### src/rtl/shs_pkg.sv
// shs_pkg: shared codes and types of the servo homing sequencer
// sequencer state codes, reply codes, error reasons and the step result struct
// no dependencies
`default_nettype none

package shs_pkg;

  // sequencer states
  localparam logic [3:0] ST_INIT       = 4'd0;
  localparam logic [3:0] ST_IDLE       = 4'd1;
  localparam logic [3:0] ST_COMMANDED  = 4'd2;
  localparam logic [3:0] ST_SET_PARAMS = 4'd3;
  localparam logic [3:0] ST_PARAMS_SET = 4'd4;
  localparam logic [3:0] ST_SET_MODES  = 4'd5;
  localparam logic [3:0] ST_HOMING     = 4'd6;
  localparam logic [3:0] ST_RESTORING  = 4'd7;
  localparam logic [3:0] ST_ATTAINED   = 4'd8;
  localparam logic [3:0] ST_ERROR      = 4'd9;
  localparam logic [3:0] ST_INT_ERROR  = 4'd10;

  // request reply codes
  localparam logic [2:0] RP_PENDING   = 3'd0;
  localparam logic [2:0] RP_DONE      = 3'd1;
  localparam logic [2:0] RP_FAILED    = 3'd2;
  localparam logic [2:0] RP_CANCELLED = 3'd3;
  localparam logic [2:0] RP_CHECKFAIL = 3'd4;

  // homing status codes
  localparam logic [2:0] HS_UNKNOWN     = 3'd0;
  localparam logic [2:0] HS_NOT_STARTED = 3'd1;
  localparam logic [2:0] HS_IN_PROGRESS = 3'd2;
  localparam logic [2:0] HS_ATTAINED    = 3'd3;
  localparam logic [2:0] HS_ERROR       = 3'd4;

  // mode requests
  localparam logic [1:0] RM_NONE         = 2'd0;
  localparam logic [1:0] RM_CYCLIC       = 2'd1;
  localparam logic [1:0] RM_HOMING       = 2'd2;
  localparam logic [1:0] RM_CYCLIC_SETTL = 2'd3;

  // error reasons
  localparam logic [3:0] ER_NONE           = 4'd0;
  localparam logic [3:0] ER_OP_DISABLED    = 4'd1;
  localparam logic [3:0] ER_REPEATED_CMD   = 4'd2;
  localparam logic [3:0] ER_PARAM_REFUSED  = 4'd3;
  localparam logic [3:0] ER_PARAM_CHECK    = 4'd4;
  localparam logic [3:0] ER_PARAM_CANCEL   = 4'd5;
  localparam logic [3:0] ER_PARAM_FAILED   = 4'd6;
  localparam logic [3:0] ER_MODE_REFUSED   = 4'd7;
  localparam logic [3:0] ER_MODE_CHECK     = 4'd8;
  localparam logic [3:0] ER_MODE_CANCEL    = 4'd9;
  localparam logic [3:0] ER_MODE_FAILED    = 4'd10;
  localparam logic [3:0] ER_DEVICE_HOMING  = 4'd11;
  localparam logic [3:0] ER_RESTORE_REPLY  = 4'd12;

  // status word bits
  localparam logic [15:0] SW_OP_EN_MASK  = 16'h006F;
  localparam logic [15:0] SW_OP_EN_VALUE = 16'h0027;
  localparam int unsigned SW_TARGET_BIT  = 10;
  localparam int unsigned SW_ATTAIN_BIT  = 12;
  localparam int unsigned SW_HERROR_BIT  = 13;
  localparam int unsigned CW_HOMING_BIT  = 4;

  // outcome of one control cycle
  typedef struct packed {
    logic [3:0] state;
    logic       cmd_valid;
    logic       store_cmd;
    logic [3:0] error_code;
    logic [2:0] hstat;
    logic       req_params;
    logic [1:0] req_mode;
  } step_res_t;

endpackage

`default_nettype wire

### src/rtl/servo_homing_sequencer.sv
// servo_homing_sequencer: ds402 homing-mode sequencer, top level
// holds sequencer state, stored command and the result register
// depends on shs_pkg and shs_step
`default_nettype none

// channel   direction  handshake            payload
// in_       input      in_valid / in_stall   status, control word, command, replies
// out_      output     out_valid / out_stall control word, status, error, requests
//
// one transaction in gives one transaction out, in the cycle after it is taken
// the state update and decode sit between the state registers and the result
// register, so a transaction can be taken on every clock while in_stall is low
// in_stall is raised only while a result is held and out_stall is high
// synchronous active-low reset returns the sequencer to init with no stored
// command, no error reason and an empty result register

module servo_homing_sequencer (
  input  wire logic               clk,
  input  wire logic               rst_n,
  // input channel
  input  wire logic               in_valid,
  output      logic               in_stall,
  input  wire logic [15:0]        in_status_word,
  input  wire logic [15:0]        in_control_word_in,
  input  wire logic               in_command_updated,
  input  wire logic signed [7:0]  in_cmd_method,
  input  wire logic signed [31:0] in_cmd_offset,
  input  wire logic [31:0]        in_cmd_search_speed,
  input  wire logic [31:0]        in_cmd_creep_speed,
  input  wire logic [31:0]        in_cmd_accel,
  input  wire logic               in_launch_refused,
  input  wire logic [2:0]         in_params_reply,
  input  wire logic [2:0]         in_modes_reply,
  input  wire logic               in_mode_is_home,
  // result channel
  output      logic               out_valid,
  input  wire logic               out_stall,
  output      logic [15:0]        out_control_word_out,
  output      logic [2:0]         out_homing_status,
  output      logic [3:0]         out_error_reason,
  output      logic               out_request_params,
  output      logic [1:0]         out_request_mode,
  output      logic signed [7:0]  out_write_method,
  output      logic signed [31:0] out_write_offset,
  output      logic [31:0]        out_write_search_speed,
  output      logic [31:0]        out_write_creep_speed,
  output      logic [31:0]        out_write_accel
);

  // sequencer state
  logic [3:0]         state_r;
  logic               cmd_valid_r;
  logic [3:0]         err_r;
  // stored command, meaningful only while cmd_valid_r is set
  logic signed [7:0]  last_method_r;
  logic signed [31:0] last_offset_r;
  logic [31:0]        last_search_r;
  logic [31:0]        last_creep_r;
  logic [31:0]        last_accel_r;

  // result register
  logic               out_valid_r;
  logic [15:0]        cw_r;
  logic [2:0]         hs_r;
  logic [3:0]         er_r;
  logic               rq_p_r;
  logic [1:0]         rq_m_r;
  logic signed [7:0]  wr_method_r;
  logic signed [31:0] wr_offset_r;
  logic [31:0]        wr_search_r;
  logic [31:0]        wr_creep_r;
  logic [31:0]        wr_accel_r;

  logic               accept;
  logic               cmd_match;
  logic [15:0]        cw_nxt;
  shs_pkg::step_res_t step;

  // result register frees as soon as the held result is taken
  assign in_stall = out_valid_r & out_stall;
  assign accept   = in_valid & ~in_stall;

  // repeated command detection against the stored copy
  assign cmd_match = (last_method_r == in_cmd_method) &&
                     (last_offset_r == in_cmd_offset) &&
                     (last_search_r == in_cmd_search_speed) &&
                     (last_creep_r == in_cmd_creep_speed) &&
                     (last_accel_r == in_cmd_accel);

  shs_step u_step (
    .state            (state_r),
    .cmd_valid        (cmd_valid_r),
    .cmd_match        (cmd_match),
    .last_method_zero (last_method_r == 8'sd0),
    .drive_sw         (in_status_word),
    .command_updated  (in_command_updated),
    .method_nonzero   (in_cmd_method != 8'sd0),
    .launch_refused   (in_launch_refused),
    .params_reply     (in_params_reply),
    .modes_reply      (in_modes_reply),
    .mode_is_home     (in_mode_is_home),
    .error_code       (err_r),
    .res              (step)
  );

  // homing bit follows the new state
  always_comb begin
    cw_nxt = in_control_word_in;
    cw_nxt[shs_pkg::CW_HOMING_BIT] = (step.state == shs_pkg::ST_HOMING);
  end

  // control state
  always_ff @(posedge clk) begin
    if (!rst_n) begin
      state_r     <= shs_pkg::ST_INIT;
      cmd_valid_r <= 1'b0;
      err_r       <= shs_pkg::ER_NONE;
      out_valid_r <= 1'b0;
    end else begin
      if (accept) begin
        state_r     <= step.state;
        cmd_valid_r <= step.cmd_valid;
        err_r       <= step.error_code;
        out_valid_r <= 1'b1;
      end else if (!out_stall) begin
        out_valid_r <= 1'b0;
      end
    end
  end

  // stored command and result payload
  always_ff @(posedge clk) begin
    if (accept && step.store_cmd) begin
      last_method_r <= in_cmd_method;
      last_offset_r <= in_cmd_offset;
      last_search_r <= in_cmd_search_speed;
      last_creep_r  <= in_cmd_creep_speed;
      last_accel_r  <= in_cmd_accel;
    end
    if (accept) begin
      cw_r   <= cw_nxt;
      hs_r   <= step.hstat;
      er_r   <= step.error_code;
      rq_p_r <= step.req_params;
      rq_m_r <= step.req_mode;
      // the parameter strobe carries the command just stored, zero otherwise
      wr_method_r <= step.req_params ? in_cmd_method       : 8'sd0;
      wr_offset_r <= step.req_params ? in_cmd_offset       : 32'sd0;
      wr_search_r <= step.req_params ? in_cmd_search_speed : 32'd0;
      wr_creep_r  <= step.req_params ? in_cmd_creep_speed  : 32'd0;
      wr_accel_r  <= step.req_params ? in_cmd_accel        : 32'd0;
    end
  end

  assign out_valid              = out_valid_r;
  assign out_control_word_out   = cw_r;
  assign out_homing_status      = hs_r;
  assign out_error_reason       = er_r;
  assign out_request_params     = rq_p_r;
  assign out_request_mode       = rq_m_r;
  assign out_write_method       = wr_method_r;
  assign out_write_offset       = wr_offset_r;
  assign out_write_search_speed = wr_search_r;
  assign out_write_creep_speed  = wr_creep_r;
  assign out_write_accel        = wr_accel_r;

endmodule

`default_nettype wire

### src/rtl/shs_step.sv
// shs_step: next-state and output decode for one control cycle
// depends on shs_pkg
`default_nettype none

module shs_step (
  input  wire logic [3:0]         state,
  input  wire logic               cmd_valid,
  input  wire logic               cmd_match,
  input  wire logic               last_method_zero,
  input  wire logic [15:0]        drive_sw,
  input  wire logic               command_updated,
  input  wire logic               method_nonzero,
  input  wire logic               launch_refused,
  input  wire logic [2:0]         params_reply,
  input  wire logic [2:0]         modes_reply,
  input  wire logic               mode_is_home,
  input  wire logic [3:0]         error_code,
  output shs_pkg::step_res_t      res
);

  logic       op_en;
  logic [2:0] prep;
  logic [2:0] mrep;
  logic [3:0] nst;
  logic [3:0] err;
  logic       vld;
  logic       store;
  logic       rq_p;
  logic [1:0] rq_m;
  logic [2:0] hs;

  assign op_en = (drive_sw & shs_pkg::SW_OP_EN_MASK) == shs_pkg::SW_OP_EN_VALUE;
  // reply codes above check failure count as failed
  assign prep  = (params_reply > shs_pkg::RP_CHECKFAIL) ? shs_pkg::RP_FAILED : params_reply;
  assign mrep  = (modes_reply > shs_pkg::RP_CHECKFAIL) ? shs_pkg::RP_FAILED : modes_reply;

  always_comb begin
    nst   = state;
    err   = error_code;
    vld   = cmd_valid;
    store = 1'b0;
    rq_p  = 1'b0;
    rq_m  = shs_pkg::RM_NONE;
    unique case (state)
      shs_pkg::ST_IDLE: begin
        if (command_updated && method_nonzero) nst = shs_pkg::ST_COMMANDED;
      end
      shs_pkg::ST_COMMANDED: begin
        if (!op_en) begin
          nst = shs_pkg::ST_ERROR;
          err = shs_pkg::ER_OP_DISABLED;
        end else if (cmd_valid && cmd_match) begin
          nst = shs_pkg::ST_ERROR;
          err = shs_pkg::ER_REPEATED_CMD;
        end else begin
          vld   = 1'b1;
          store = 1'b1;
          rq_p  = 1'b1;
          if (launch_refused) begin
            nst = shs_pkg::ST_ERROR;
            err = shs_pkg::ER_PARAM_REFUSED;
          end else begin
            nst = shs_pkg::ST_SET_PARAMS;
          end
        end
      end
      shs_pkg::ST_SET_PARAMS: begin
        if (!op_en) begin
          nst = shs_pkg::ST_ERROR;
          err = shs_pkg::ER_OP_DISABLED;
        end else begin
          case (prep)
            shs_pkg::RP_CHECKFAIL: begin
              nst = shs_pkg::ST_INT_ERROR;
              err = shs_pkg::ER_PARAM_CHECK;
            end
            shs_pkg::RP_CANCELLED: begin
              nst = shs_pkg::ST_ERROR;
              err = shs_pkg::ER_PARAM_CANCEL;
            end
            shs_pkg::RP_FAILED: begin
              nst = shs_pkg::ST_ERROR;
              err = shs_pkg::ER_PARAM_FAILED;
            end
            shs_pkg::RP_DONE: begin
              nst = last_method_zero ? shs_pkg::ST_IDLE : shs_pkg::ST_PARAMS_SET;
            end
            default: ;
          endcase
        end
      end
      shs_pkg::ST_PARAMS_SET: begin
        if (!op_en) begin
          nst = shs_pkg::ST_ERROR;
          err = shs_pkg::ER_OP_DISABLED;
        end else begin
          rq_m = shs_pkg::RM_HOMING;
          if (launch_refused) begin
            nst = shs_pkg::ST_ERROR;
            err = shs_pkg::ER_MODE_REFUSED;
          end else begin
            nst = shs_pkg::ST_SET_MODES;
          end
        end
      end
      shs_pkg::ST_SET_MODES: begin
        if (!op_en) begin
          nst = shs_pkg::ST_ERROR;
          err = shs_pkg::ER_OP_DISABLED;
        end else begin
          case (mrep)
            shs_pkg::RP_CHECKFAIL: begin
              nst = shs_pkg::ST_INT_ERROR;
              err = shs_pkg::ER_MODE_CHECK;
            end
            shs_pkg::RP_CANCELLED: begin
              nst = shs_pkg::ST_ERROR;
              err = shs_pkg::ER_MODE_CANCEL;
            end
            shs_pkg::RP_FAILED: begin
              nst = shs_pkg::ST_ERROR;
              err = shs_pkg::ER_MODE_FAILED;
            end
            shs_pkg::RP_DONE: begin
              nst = mode_is_home ? shs_pkg::ST_HOMING : shs_pkg::ST_IDLE;
            end
            default: ;
          endcase
        end
      end
      shs_pkg::ST_HOMING: begin
        if (!op_en) begin
          nst = shs_pkg::ST_ERROR;
          err = shs_pkg::ER_OP_DISABLED;
        end else if (drive_sw[shs_pkg::SW_HERROR_BIT]) begin
          nst = shs_pkg::ST_ERROR;
          err = shs_pkg::ER_DEVICE_HOMING;
        end else if (drive_sw[shs_pkg::SW_TARGET_BIT] &&
                     drive_sw[shs_pkg::SW_ATTAIN_BIT]) begin
          rq_m = shs_pkg::RM_CYCLIC_SETTL;
          if (launch_refused) begin
            nst = shs_pkg::ST_ERROR;
            err = shs_pkg::ER_MODE_REFUSED;
          end else begin
            nst = shs_pkg::ST_RESTORING;
          end
        end
      end
      shs_pkg::ST_RESTORING: begin
        if (!op_en) begin
          nst = shs_pkg::ST_ERROR;
          err = shs_pkg::ER_OP_DISABLED;
        end else if (mrep == shs_pkg::RP_DONE || mrep == shs_pkg::RP_FAILED) begin
          nst = shs_pkg::ST_ATTAINED;
        end else if (mrep != shs_pkg::RP_PENDING) begin
          nst = shs_pkg::ST_ERROR;
          err = shs_pkg::ER_RESTORE_REPLY;
        end
      end
      shs_pkg::ST_ATTAINED: begin
        nst = shs_pkg::ST_IDLE;
      end
      default: begin
        // init, both error states and unused codes
        if (!op_en) begin
          nst = shs_pkg::ST_INIT;
        end else begin
          rq_m = shs_pkg::RM_CYCLIC;
          if (launch_refused) begin
            nst = shs_pkg::ST_ERROR;
            err = shs_pkg::ER_MODE_REFUSED;
          end else begin
            nst = shs_pkg::ST_SET_MODES;
          end
        end
      end
    endcase

    // status from the new state; stored command dropped outside the run
    unique case (nst) inside
      shs_pkg::ST_SET_PARAMS, shs_pkg::ST_PARAMS_SET, shs_pkg::ST_SET_MODES,
      shs_pkg::ST_HOMING, shs_pkg::ST_RESTORING: hs = shs_pkg::HS_IN_PROGRESS;
      shs_pkg::ST_ATTAINED:  hs = shs_pkg::HS_ATTAINED;
      shs_pkg::ST_COMMANDED: hs = shs_pkg::HS_NOT_STARTED;
      shs_pkg::ST_ERROR, shs_pkg::ST_INT_ERROR: begin
        hs  = shs_pkg::HS_ERROR;
        vld = 1'b0;
      end
      default: begin
        hs  = shs_pkg::HS_UNKNOWN;
        vld = 1'b0;
      end
    endcase
  end

  assign res.state      = nst;
  assign res.cmd_valid  = vld;
  assign res.store_cmd  = store;
  assign res.error_code = err;
  assign res.hstat      = hs;
  assign res.req_params = rq_p;
  assign res.req_mode   = rq_m;

endmodule

`default_nettype wire
### config.mk
export PLATFORM = sky130hd
export DESIGN_NAME = servo_homing_sequencer
export DESIGN_NICKNAME = d
export VERILOG_FILES = /design/src/rtl/shs_pkg.sv /design/src/rtl/servo_homing_sequencer.sv /design/src/rtl/shs_step.sv
export SDC_FILE = /design/constraint.sdc
export NUM_CORES = 1
export LEC_CHECK = 0
export ABC_AREA = 0
export BUFFER_PORTS_ARGS = -buffer_cell sky130_fd_sc_hd__buf_2
export CAP_MARGIN = 0
export CORE_AREA = 2 2 141 245
export DETAILED_ROUTE_END_ITERATION = 12
export DIE_AREA = 0 0 143 247
export PLACE_DENSITY_LB_ADDON = 0.05
export SLEW_MARGIN = 20
export SYNTH_ARGS = -nofsm -noshare
export SYNTH_HDL_FRONTEND = slang
export SYNTH_SLANG_ARGS = --single-unit
### constraint.sdc
create_clock -name clk -period 19 [get_ports clk]
set_clock_uncertainty 0.05 [all_clocks]
set_input_delay 0.95 -clock clk [delete_from_list [all_inputs] [get_ports clk]]
set_output_delay 0.95 -clock clk [all_outputs]
set_load 0.01 [all_outputs]
# == Word level (Yosys, flattened, before mapping) ==
# Index checks and enable logic that the tools add are counted.
# W data, S select, Z words.
# totals
reg_bits,308
inputBits,181
out_inout_bits,164
elab_cells,135
# classes
order_cmp,2
eq_ne,35
mux,56
n_bitwise,3
n_reduce_logical,20
# op_table
cell,count
$eq A32 B32 Y1,4
$mux W4,30
$pmux W4 S3,4
$eq A4 B3 Y1 const B,8
$pmux W4 S8,1
$pmux W4 S7,1
$eq A4 B2 Y1 const B,4
$eq A4 B4 Y1 const B,4
$eq A3 B2 Y1 const B,4
$mux W3,4
$pmux W3 S4,1
$mux W1,10
$eq A8 B8 Y1,1
$logic_and A1 B1 Y1,8
$logic_not A8 Y1,1
$mux W2,4
$reduce_bool A8 Y1,1
$reduce_or A2 Y1,4
$reduce_or A7 Y1,1
$eq A3 B1 Y1 const B,2
$eq A3 B3 Y1 const B,2
$eq A6 B5 Y1 const B,1
$gt A3 B3 Y1 const B,2
$ne A2 B1 Y1 const B,3
10 further kinds,11

# == Depth between registers and ports, before layout ==
# Gate-level depths: netlist (run 1).
# depth
ltp_word,13
depth_mapped,9

# == Hierarchy ==
# From an unflattened synthesis (run 1), not the netlist that was laid out.
# hier_totals
cells_unflattened,853
area_unflattened_um2,12928.6
# modules_own_cells
mod,n_inst,cells_each,area_per_inst_um2,seq_area_each_um2
servo_homing_sequencer,1,681,11755.0,9148.8
shs_step,1,172,1173.6,0.0

# == Least setup slack after synthesis (run 1) ==
# No wires, ideal clock.
# synth_path
kind,input to register
from,input in_cmd_accel[5]
to,register cmd_valid_r
t_arrival_ns,16.055
t_required_ns,18.830
setup_slack_ns,2.775
stages,8
path_buffers,1
path_cell_list,and2b_1 > a2111o_1 > nor4_1 > and4_1 > and4_1 > buf_4 > nor4_1 > o221a_1
# synth_via
elab_chain_len,10
word_cells_on_any_way,19
cone_classes,eq/ne: 11; mux: 4; reduce/logical: 4
# synth_lines
element,line_no,rtl
from (decl),servo_homing_sequencer.sv:30,"input wire logic [31:0] in_cmd_accel,"
$eq A32 B32 Y1 *,servo_homing_sequencer.sv:88,(last_accel_r == in_cmd_accel);
$logic_and A1 B1 Y1 *,servo_homing_sequencer.sv:87,(last_creep_r == in_cmd_creep_speed) &&
$logic_and A1 B1 Y1 *,shs_step.sv:52,end else if (cmd_valid && cmd_match) begin
$mux W4,shs_step.sv:52,
$mux W4,shs_step.sv:49,if (!op_en) begin
$pmux W4 S8,shs_step.sv:44,unique case (state)
$eq A4 B3 Y1 (no line) (tied with other cells),--,
$reduce_or A7 Y1 (no line),--,
$ne A2 B1 Y1 (no line) or $ne A2 B2 Y1 (tied branches),--,
$reduce_and A4 Y1 (no line),--,
to (signal assigned),servo_homing_sequencer.sv:122,cmd_valid_r <= step.cmd_valid;
to (decl),servo_homing_sequencer.sv:52,logic cmd_valid_r;
# Every way passes the cells marked *; elsewhere a longest branch is shown, timed or not.
# A chain may end at the register's enable or synchronous reset.

# == Final worst setup path (run 1) ==
# layout_path
from,input in_cmd_method[6]
to,"register wr_search_r[18], in the netlist out_write_search_speed[18] (data pin)"
# layout_via
elab_chain_len,9
# layout_lines
element,line_no,rtl
from (decl),servo_homing_sequencer.sv:26,"input wire logic signed [7:0] in_cmd_method,"
$eq A8 B8 Y1,servo_homing_sequencer.sv:84,assign cmd_match = (last_method_r == in_cmd_method) &&
$logic_and A1 B1 Y1,servo_homing_sequencer.sv:84,
$logic_and A1 B1 Y1,servo_homing_sequencer.sv:85,(last_offset_r == in_cmd_offset) &&
$logic_and A1 B1 Y1,servo_homing_sequencer.sv:86,(last_search_r == in_cmd_search_speed) &&
$logic_and A1 B1 Y1,servo_homing_sequencer.sv:87,
$logic_and A1 B1 Y1,shs_step.sv:52,
$mux W1,shs_step.sv:52,
$mux W1,shs_step.sv:49,
$mux W1,shs_step.sv:44,
to (signal assigned),servo_homing_sequencer.sv:149,wr_search_r <= step.req_params ? in_cmd_search_speed : 32'd0;
to (decl),servo_homing_sequencer.sv:70,logic [31:0] wr_search_r;
# Every way passes these cells.

==> impl_metrics.py, run 1 <==
metrics = {
    "die": {
        "die_x_microns": 143,
        "die_y_microns": 247,
        "start_util_pct": 39.2,
        "io_pins": 345,
        "fp-row-count": 89,
        "core_area_sq_um": 33500,
        "die_area_sq_um": 35300,
    },
    "power": {
        "p_comb_share_pct": 8.2,
        "p_sw_mw": 0.328,
        "p_int_mw": 1.13,
        "power_frac_seq_pct": 52.7,
        "power_density_nw_per_um2": 89.6,
        "clkPwrFrac_pct": 39.2,
        "p_leak_nw": 6.20,
        "peakVddDrop_mv": 0.0726,
        "sw_frac_of_total_pct": 22.5,
    },
    "clock_tree": {
        "cts_sinks": 308,
        "clockRootBuffer": "clkbuf_16",
        "hold_buffers": 0,
        "cts_buffer_depth": 3,
        "h-tree-depth": 1,
        "cts_made_buffers": 29,
        "path_clk_slew_ps": 70,
        "cts_resized": 0,
        "cts_tree": "done",
        "cts_setup_buffers": 0,
        "clk-insertion-delay-late_ps": 560,
    },
    "synthesis": {
        "synth-simple-area-share_pct": 15.2,
        "synth.ff_latch_count": 308,
        "yosys.area.top_type": "edfxtp_1",
        "synth_cell_type_count": 62,
        "synth_fp_nets": 1115,
        "synth_area_leaders": "edfxtp_1, and2_1, xnor2_1",
        "synth_fa_ha_area_share_pct": 0,
        "synth_compound_area_share_pct": 6.94,
        "synth_top_cell_area_share_pct": 68.1,
        "syn-instance-count": 934,
        "synth_top_family_by_area": "simple AND/OR/NAND/NOR gates",
        "yosysSeqAreaShare_pct": 69.6,
        "synth_edf_count": 298,
        "synthFlopType": "edfxtp_1",
        "syn_area_per_cell_sq_um": 14.1,
        "synthMuxAreaShare_pct": 0.390,
        "synthXorXnorAreaFrac_pct": 5.60,
        "yosysWarnings": 0,
        "async_reset_ff_share_pct": 0,
        "synth_area_sq_um": 13100,
    },
    "timing": {
        "holdWs_ps": 504,
        "rsz0062_at_grt": "no",
        "fin_crit_ps": 4240,
        "fmax_mhz": 236,
        "timing_worst_slew_pin_value_ps": 1090,
        "slew_viol_final": 0,
        "layout_setup_ws_ps": 14760,
        "hold_viol_final": 0,
        "tns_ps": 0,
        "period_share_pct": 22.3,
        "finalSetupViolations": 0,
        "slew_headroom_pct": 27.1,
    },
    "final_layout": {
        "fin_nets": 1456,
        "fill_cells": 3073,
        "drive_above_1_share_pct": 30.5,
        "area_growth_pct": 23.8,
        "fin_area_sq_um": 16300,
        "final_common_cell": "buf_2",
        "fin_util_pct": 48.5,
        "final_cell_mix": "buf_2, edfxtp_1, and2_1, xnor2_1, nor2b_1",
    },
    "placement": {
        "pre_cts_slack_ps": 14050,
        "placed_cell_area_sq_um": 15400,
        "portBuffers": 336,
        "gp_congestion": 0.914,
        "dp_hpwl_mm": 26.3,
    },
    "run": {
        "cap_violations": 0,
    },
    "drt": {
        "wl_per_cell_microns": 20.7,
        "post-route-drc-count": 0,
        "drtPass1Iterations": 4,
        "vias": 8737,
        "ant_nets": 0,
        "drt-initial-drc-count": 412,
        "routed_wirelength_mm": 36.3,
        "viasPerCell": 4.98,
    },
    "worst_setup_path": {
        "cp_max_fo": 115,
        "start_kind": "input port",
        "worstPathRequired_ps": 19250,
        "crit_path_end_kind": "register",
        "path_class": "input port to register",
        "cp.arrival_ps": 4490,
    },
    "global_routing": {
        "grt_pass1_wl_mm": 53.2,
        "grt_pass1_vias": 8710,
        "grt_max_degree": 119,
        "grt_use_total_pct": 20.2,
        "grt_antenna_before_repair": 5,
        "overflow": 0,
    },
    "min_path": {
        "hold_class": "register to register",
    },
    "run_status": {
        "status": "finished, final reports clean",
    },
}
-- metal layers --
layer	up-vias	part of all wire (%)	routed length, microns	global-route usage, %
li1	4149	-	-	-
met1	4254	36	13200	22.4
met2	271	55	20000	37.7
met3	59	5.2	1880	3.52
met4	4	3.6	1320	8.39
met5	-	0.055	20	0
-- area by class of cell --
class / count / area [sq um] / share of cell area (%)
multi-input cells: 548 / 3710 / 22.8
clock inverters: 11 / 96.3 / 0.592
clock buffers: 42 / 815 / 5.01
well taps: 455 / 569 / 3.50
repair buffers: 347 / 1760 / 10.8
inverters: 41 / 161 / 0.992
flip-flops and latches: 308 / 9150 / 56.2
diodes: 3 / 7.51 / 0.0461
-- path summary, 6_finish.rpt --
check	start	to	slack, ps	cells after the start
worst max register to register	last_method_r[6]	out_write_search_speed[18]	14850	8
worst min-delay path	cmd_valid_r	cmd_valid_r	500	1
worst min register to register	cmd_valid_r	cmd_valid_r	500	1
worst max-delay path	in_cmd_method[6]	out_write_search_speed[18]	14760	9
-- cell usage after synthesis (5+ instances only) --
master,instances
edfxtp_1,298
and2_1,121
xnor2_1,83
nor2b_1,51
inv_1,41
nor4_1,37
nor2_1,31
clkbuf_1,29
o21ai_0,25
a21oi_1,21
nand2_1,21
nand2b_1,19
nand4_1,19
a2111o_1,16
nor3_1,11
dfxtp_1,10
o22ai_1,8
nand3_1,7
o221ai_1,6
and4_1,5
o31ai_1,5
-- power by group through the flow --
stage	clock [mW]	combinational, mW	sequential (mW)
3_5_place_dp	0	0.121	0.783
4_1_cts	0.590	0.121	0.768
2_1_floorplan	0	0.0437	0.797
5_1_grt	0.611	0.130	0.770
3_3_place_gp	0	0.121	0.782
6_report	0.571	0.119	0.768
-- per-stage QoR --
step | total power [mW] | std cells
2_1_floorplan | 0.841 | 934
3_3_place_gp | 0.903 | 1699
3_5_place_dp | 0.904 | 1699
4_1_cts | 1.48 | 1752
5_1_grt | 1.51 | 1755
6_report | 1.46 | 1755
-- registers in the layout (all words and copies together) (netlist names) --
name / count
last_accel_r: 32
last_creep_r: 32
last_offset_r: 32
last_search_r: 32
out_write_accel: 32
out_write_creep_speed: 32
out_write_offset: 32
out_write_search_speed: 32
out_control_word_out: 16
last_method_r: 8
out_write_method: 8
err_r: 4
out_error_reason: 4
state_r: 4
out_homing_status: 3
out_request_mode: 2
cmd_valid_r: 1
out_request_params: 1
out_valid: 1
-- logic make-up (layout without fill, tap and decap cells) --
family,after synthesis,count (layout)
other,0,3
DFF,308,308
AOI/OAI and AO/OA,122,122
xor gates and xnor gates,84,84
muxes,5,5
and+or+nand+nor,337,337
buffers and inverters,78,441
-- worst max-delay path: stages --
cell     delay (ps)
buf_2           130
xnor2_1         250
nand4_1         150
nor4_1          590
and4_1          390
and4_1          880
nor3_2          200
buf_4           410
and2_1          370
Power figures use the tool's default switching activity.
==> inputs of run 2 (changes only) <==
==> constraint.sdc (replaced) <==
create_clock -name clk -period 3.4 [get_ports clk]
set_clock_uncertainty 0.05 [all_clocks]
set_input_delay 0.17 -clock clk [delete_from_list [all_inputs] [get_ports clk]]
set_output_delay 0.17 -clock clk [all_outputs]
set_load 0.01 [all_outputs]
==> run 2 against run 1 <==
Effect of this change: die area did not move; sequential share of layout area fell by 5.9 points; clock power grew to 6.3 times the previous value; sequential power increased to 5.6 times the previous value; critical path type is now register to register; critical endpoint is now out_write_search_speed[19]; largest cell class unchanged; largest power group unchanged; highest routed layer is now met4.
==> impl_metrics.py, run 2 (synthesized netlist as in run 1, its figures left out) <==
metrics = {
    "clock_tree": {
        "cts_buffer_depth": 3,
        "clk-insertion-delay-late_ps": 570,
        "cts_tree": "done",
        "clockRootBuffer": "clkbuf_16",
        "cts_resized": 0,
        "cts_made_buffers": 30,
        "cts_setup_buffers": 0,
        "h-tree-depth": 1,
        "path_clk_slew_ps": 70,
        "cts_sinks": 308,
    },
    "die": {
        "start_util_pct": 39.2,
        "die_y_microns": 247,
        "fp-row-count": 89,
        "die_area_sq_um": 35300,
        "core_area_sq_um": 33500,
        "io_pins": 345,
        "die_x_microns": 143,
    },
    "min_path": {
        "hold_start": "in_status_word[12]",
        "hold_depth": 5,
        "hold_path_end": "out_request_mode[1]",
        "hold_class": "input port to register",
    },
    "global_routing": {
        "grt_pass1_wl_mm": 57.7,
        "grt_pass1_vias": 9852,
        "grt_max_degree": 77,
        "grt_use_total_pct": 21.9,
        "overflow": 0,
        "grt_antenna_before_repair": 0,
    },
    "final_layout": {
        "area_growth_pct": 38.3,
        "seq_area_sq_um": 9150,
        "multi_input_area_sq_um": 3720,
        "final_common_cell": "buf_2",
        "final_cell_mix": "buf_2, edfxtp_1, dlygate4sd3_1, and2_1, xnor2_1",
        "fin_util_pct": 54.3,
        "fin_area_sq_um": 18200,
        "drive_above_1_share_pct": 29.2,
        "diodes": 0,
        "fin_cells": 1928,
        "fill_cells": 2933,
        "fin_nets": 1630,
    },
    "power": {
        "p_sw_mw": 1.96,
        "power_frac_seq_pct": 49.2,
        "p_int_mw": 6.79,
        "p_comb_share_pct": 9.5,
        "p_leak_nw": 7.03,
        "p_total_mw": 8.75,
        "clkPwrFrac_pct": 41.4,
        "peakVddDrop_mv": 0.423,
        "power_density_nw_per_um2": 481,
        "sw_frac_of_total_pct": 22.4,
    },
    "timing": {
        "finalSetupViolations": 0,
        "fin_crit_ps": 2940,
        "slew_viol_final": 0,
        "tns_ps": 0,
        "hold_viol_final": 0,
        "rsz0062_at_grt": "no",
        "timing_worst_slew_pin_value_ps": 705,
        "period_share_pct": 86.5,
        "fmax_mhz": 340,
        "slew_headroom_pct": 52.5,
    },
    "drt": {
        "routed_wirelength_mm": 39.1,
        "wl_per_cell_microns": 20.3,
        "viasPerCell": 4.92,
        "vias": 9485,
        "drtPass1Iterations": 5,
        "drt-initial-drc-count": 364,
        "post-route-drc-count": 0,
        "ant_nets": 0,
    },
    "worst_setup_path": {
        "worstPathRequired_ps": 3660,
        "cp.arrival_ps": 3200,
        "reg2regPathDepth": 9,
        "path_class": "register to register",
        "rrSetupSlack_ps": 460,
        "cp_max_fo": 44,
        "crit_path_end_kind": "register",
        "rr_startpoint": "last_method_r[6]",
        "start_kind": "register",
        "reg2reg_to": "out_write_search_speed[19]",
    },
    "placement": {
        "gp_congestion": 0.961,
        "dp_hpwl_mm": 28.5,
        "dp_cells": 1717,
        "placed_cell_area_sq_um": 15500,
        "portBuffers": 336,
    },
    "run_status": {
        "status": "finished, final reports clean",
    },
    "run": {
        "cap_violations": 0,
    },
}
[run 2: cell types whose count changed in the layout (fill, tap and decap cells not counted), moves of 2 or more]
cell | previous run | this run
buf_12 | 0 | 4
buf_4 | 11 | 25
bufinv_16 | 2 | 5
clkbuf_1 | 9 | 2
clkbuf_16 | 29 | 31
clkinv_1 | 7 | 1
clkinv_2 | 2 | 4
clkinv_4 | 0 | 5
clkinvlp_4 | 0 | 3
diode_2 | 3 | 0
dlygate4sd3_1 | 0 | 155
[run 2: area by class of cell]
type | instances | area share (%)
Sequential cell | 308 | 50.3
Multi-Input combinational cell | 548 | 20.5
Timing Repair Buffer | 520 | 19.2
Clock buffer | 37 | 4.61
Tap cell | 455 | 3.13
Clock inverter | 19 | 1.37
Inverter | 41 | 0.887
[run 2: worst max-delay path by stage]
stage / cells past startpoint / startpoint / endpoint
2_1_floorplan: 8 / last_search_r[24] / cmd_valid_r
3_3_place_gp: 9 / last_method_r[6] / out_write_method[0]
3_5_place_dp: 9 / last_method_r[6] / out_write_method[2]
4_1_cts: 9 / last_method_r[6] / out_write_method[2]
5_1_grt: 9 / last_method_r[6] / out_write_accel[16]
6_report: 9 / last_method_r[6] / out_write_search_speed[19]
[run 2: what timing repair did]
action | 4_1_cts | 5_1_grt
hold buffers | 155 | 0
endpoints found under the hold margin | 292 | 0
setup endpoints to repair | 0 | 0
[run 2: power groups by stage]
stage               logic [mW]  clock network, mW  registers (mW)
global route             0.897               3.84            4.31
CTS                      0.840               3.72            4.30
global placement         0.693                  0            4.38
detailed placement       0.696                  0            4.38
finish                   0.830               3.62            4.30
floorplan                0.245                  0            4.44
[run 2: per-stage QoR]
step / hold slack (ps) / setup slack, ps
detailed placement: 298 / 399
finish: 121 / 457
CTS: 101 / 379
floorplan: 219 / -2700
global route: 150 / 264
global placement: 297 / 430
[run 2: worst max-delay path, cell delays in order (launching register included)]
cell and delay [ps]:
edfxtp_1 410, xnor2_1 300, nand4_1 140, nor4_1 390, buf_4 190, and4_1 240, and4_4 360, nor3_2 90
buf_4 290, and2_1 230
[run 2: metal layers]
| metal | track usage, % | part of all wire (%) | vias up | wire length [microns] |
|---|---|---|---|---|
| li1 | - | - | 4489 | - |
| met3 | 3.16 | 4.3 | 80 | 1670 |
| met5 | 0 | 0 | - | 0 |
| met2 | 42.5 | 56 | 297 | 22000 |
| met4 | 8.59 | 3.8 | 0 | 1480 |
| met1 | 23.5 | 36 | 4619 | 13900 |
==> inputs of run 3 (changes only) <==
--- a/config.mk
+++ b/config.mk
@@ -5,14 +5,14 @@
 export SDC_FILE = /design/constraint.sdc
 export NUM_CORES = 1
 export LEC_CHECK = 0
-export ABC_AREA = 0
+export ABC_AREA = 1
 export BUFFER_PORTS_ARGS = -buffer_cell sky130_fd_sc_hd__buf_2
 export CAP_MARGIN = 0
-export CORE_AREA = 2 2 141 245
+export CORE_AREA = 2 2 142 249
 export DETAILED_ROUTE_END_ITERATION = 12
-export DIE_AREA = 0 0 143 247
+export DIE_AREA = 0 0 144 251
 export PLACE_DENSITY_LB_ADDON = 0.05
-export SLEW_MARGIN = 20
+export SLEW_MARGIN = 30
 export SYNTH_ARGS = -nofsm -noshare
 export SYNTH_HDL_FRONTEND = slang
 export SYNTH_SLANG_ARGS = --single-unit
==> run 3 against run 2 <==
Effect of this change: critical path depth up 5; utilization down 0.47 points; hold slack worse by 65 ps; clock-buffer cell count unchanged; final cell count up 19%; non-clock buffer count down 15; routed wire length down 7.5%; register-to-register slack better by 120 ps; global-route usage down 2.4 points; total power down 3.4%.
==> impl_metrics.py, run 3 <==
metrics = {
    "power": {
        "p_leak_nw": 8.31,
        "power_density_nw_per_um2": 460,
        "peakVddDrop_mv": 0.396,
    },
    "drt": {
        "ant_nets": 0,
        "routed_wirelength_mm": 36.2,
        "post-route-drc-count": 0,
        "drt-initial-drc-count": 446,
        "wl_per_cell_microns": 15.8,
        "drtPass1Iterations": 4,
        "vias": 10254,
        "viasPerCell": 4.48,
    },
    "die": {
        "die_area_sq_um": 36100,
        "start_util_pct": 39.6,
        "core_area_sq_um": 34100,
        "die_y_microns": 251,
        "io_pins": 345,
        "die_x_microns": 144,
        "fp-row-count": 90,
    },
    "synthesis": {
        "synthFlopType": "edfxtp_1",
        "synth_area_sq_um": 13500,
        "synth_top_cell_area_share_pct": 66.2,
        "synth_fa_ha_area_share_pct": 0,
        "synth_commonest_cells": "edfxtp_1, nand2_1, inv_1, nor2_1, o21ai_0",
        "synth_edf_count": 298,
        "synth-simple-area-share_pct": 17.1,
        "syn-instance-count": 1292,
        "yosys.area.top_type": "edfxtp_1",
        "synthXorXnorAreaFrac_pct": 3.18,
        "yosysSeqAreaShare_pct": 67.7,
        "synth_cell_type_count": 39,
        "synth_fp_nets": 1473,
        "synth_top_family_by_area": "simple AND/OR/NAND/NOR gates",
        "syn_area_per_cell_sq_um": 10.5,
        "yosysMostFrequentCell": "edfxtp_1",
        "synth_area_leaders": "edfxtp_1, nand2_1, inv_1",
        "async_reset_ff_share_pct": 0,
        "synth.ff_latch_count": 308,
        "yosysWarnings": 0,
        "synth_compound_area_share_pct": 3.85,
        "synthMuxAreaShare_pct": 0,
    },
    "min_path": {
        "hold_depth": 4,
        "hold_start": "in_status_word[13]",
        "hold_path_end": "out_request_mode[0]",
        "hold_class": "input port to register",
    },
    "clock_tree": {
        "h-tree-depth": 1,
        "cts_resized": 0,
        "clk-insertion-delay-late_ps": 570,
        "cts_buffer_depth": 3,
        "cts_tree": "done",
        "cts_setup_buffers": 0,
        "cts_made_buffers": 30,
        "path_clk_slew_ps": 60,
        "cts_sinks": 308,
        "clockRootBuffer": "clkbuf_16",
    },
    "run_status": {
        "status": "finished, final reports clean",
    },
    "final_layout": {
        "fin_area_sq_um": 18400,
        "diodes": 0,
        "area_growth_pct": 35.8,
        "final_cell_mix": "buf_2, edfxtp_1, nand2_1, inv_1, nor2_1",
        "final_common_cell": "buf_2",
        "fill_cells": 3143,
        "fin_nets": 1991,
        "drive_above_1_share_pct": 23.0,
        "seq_area_sq_um": 9150,
        "multi_input_area_sq_um": 3290,
        "fin_cells": 2288,
    },
    "timing": {
        "period_share_pct": 83.0,
        "timing_worst_slew_pin_value_ps": 634,
        "rsz0062_at_grt": "no",
        "fmax_mhz": 354,
        "hold_viol_final": 0,
        "slew_viol_final": 0,
        "slew_headroom_pct": 57.3,
        "fin_crit_ps": 2820,
        "finalSetupViolations": 0,
    },
    "placement": {
        "portBuffers": 336,
        "placed_cell_area_sq_um": 15800,
        "dp_cells": 2083,
        "gp_congestion": 0.946,
        "dp_hpwl_mm": 25.8,
    },
    "global_routing": {
        "overflow": 0,
        "grt_pass1_wl_mm": 54.0,
        "grt_max_degree": 172,
        "grt_use_total_pct": 19.5,
        "grt_pass1_vias": 10281,
        "grt_antenna_before_repair": 0,
    },
    "worst_setup_path": {
        "rrSetupSlack_ps": 580,
        "cp.arrival_ps": 3080,
        "reg2reg_to": "out_write_offset[30]",
        "worstPathRequired_ps": 3660,
        "path_class": "register to register",
        "critPathLaunch": "last_search_r[13]",
        "rr_startpoint": "last_search_r[13]",
        "start_kind": "register",
        "reg2regPathDepth": 14,
        "cp_max_fo": 38,
        "crit_path_end_kind": "register",
    },
    "run": {
        "cap_violations": 0,
    },
}
-- run 3: how the worst max path moves through the flow --
stage | endpoint | slack (ps) | cells after the start
floorplan | last_accel_r[0] | -150 | 13
global placement | out_write_search_speed[12] | 520 | 12
detailed placement | out_write_offset[19] | 480 | 14
CTS | out_write_creep_speed[0] | 470 | 12
global route | out_write_accel[4] | 280 | 14
finish | out_write_offset[30] | 580 | 14
-- run 3: routing by layer --
layer  up-vias  track usage [%]  part of all wire, %
met5         -                0                    0
met2       300             37.7                   54
met4         0             7.51                  3.5
li1       5173                -                    -
met3        59             2.84                  5.0
met1      4722             20.8                   37
-- run 3: layout make-up --
| class | instances | share of cell area (%) |
|---|---|---|
| Tap cell | 460 | 3.14 |
| Clock inverter | 13 | 0.934 |
| Multi-Input combinational cell | 707 | 17.9 |
| Sequential cell | 308 | 49.8 |
| Inverter | 258 | 5.29 |
| Clock buffer | 37 | 4.23 |
| Timing Repair Buffer | 505 | 18.6 |
-- run 3: through the flow --
stage	TNS (ps)	hold slack [ps]	power, mW	setup WS, ps	util [%]
after floorplan	-20820	219	4.73	-152	-
after global placement	0	296	5.07	523	46.4
after detailed placement	0	299	5.08	477	46.4
after CTS	0	12.9	8.57	472	53.7
after global routing	0	62.2	8.77	285	53.8
final	0	55.2	8.45	579	53.8
-- run 3: cell families (layout without fill, tap and decap cells) --
group / after synthesis / after routing
AND/OR/NAND/NOR: 562 / 562
flip-flops: 308 / 308
buffers and inverters: 277 / 813
AO/OA/AOI/OAI: 96 / 96
XOR/XNOR: 49 / 49
-- run 3: critical path, stage by stage (launching register included) --
cell and delay (ps):
edfxtp_1 390, nand2_1 90, nand2_1 50, inv_1 40, nand2_1 40, nor2_1 160
nand2_1 80, nor2_1 190, nand2_1 100, nor2_1 140, nand3_2 200, nand3_4 160
buf_4 300, buf_4 460, nor2_1 90
-- run 3: report_power, final --
part | internal (mW) | total (mW) | switching (mW) | leakage, nW
clock | 1.91 | 3.31 | 1.40 | 0.463
sequential | 4.27 | 4.31 | 0.0357 | 2.93
combinational | 0.364 | 0.833 | 0.468 | 4.92
-- run 3: timing repair --
item                       4_1_cts  5_1_grt
setup endpoints to repair        0        0
hold buffers                   154        0
hold endpoints to repair       293        0
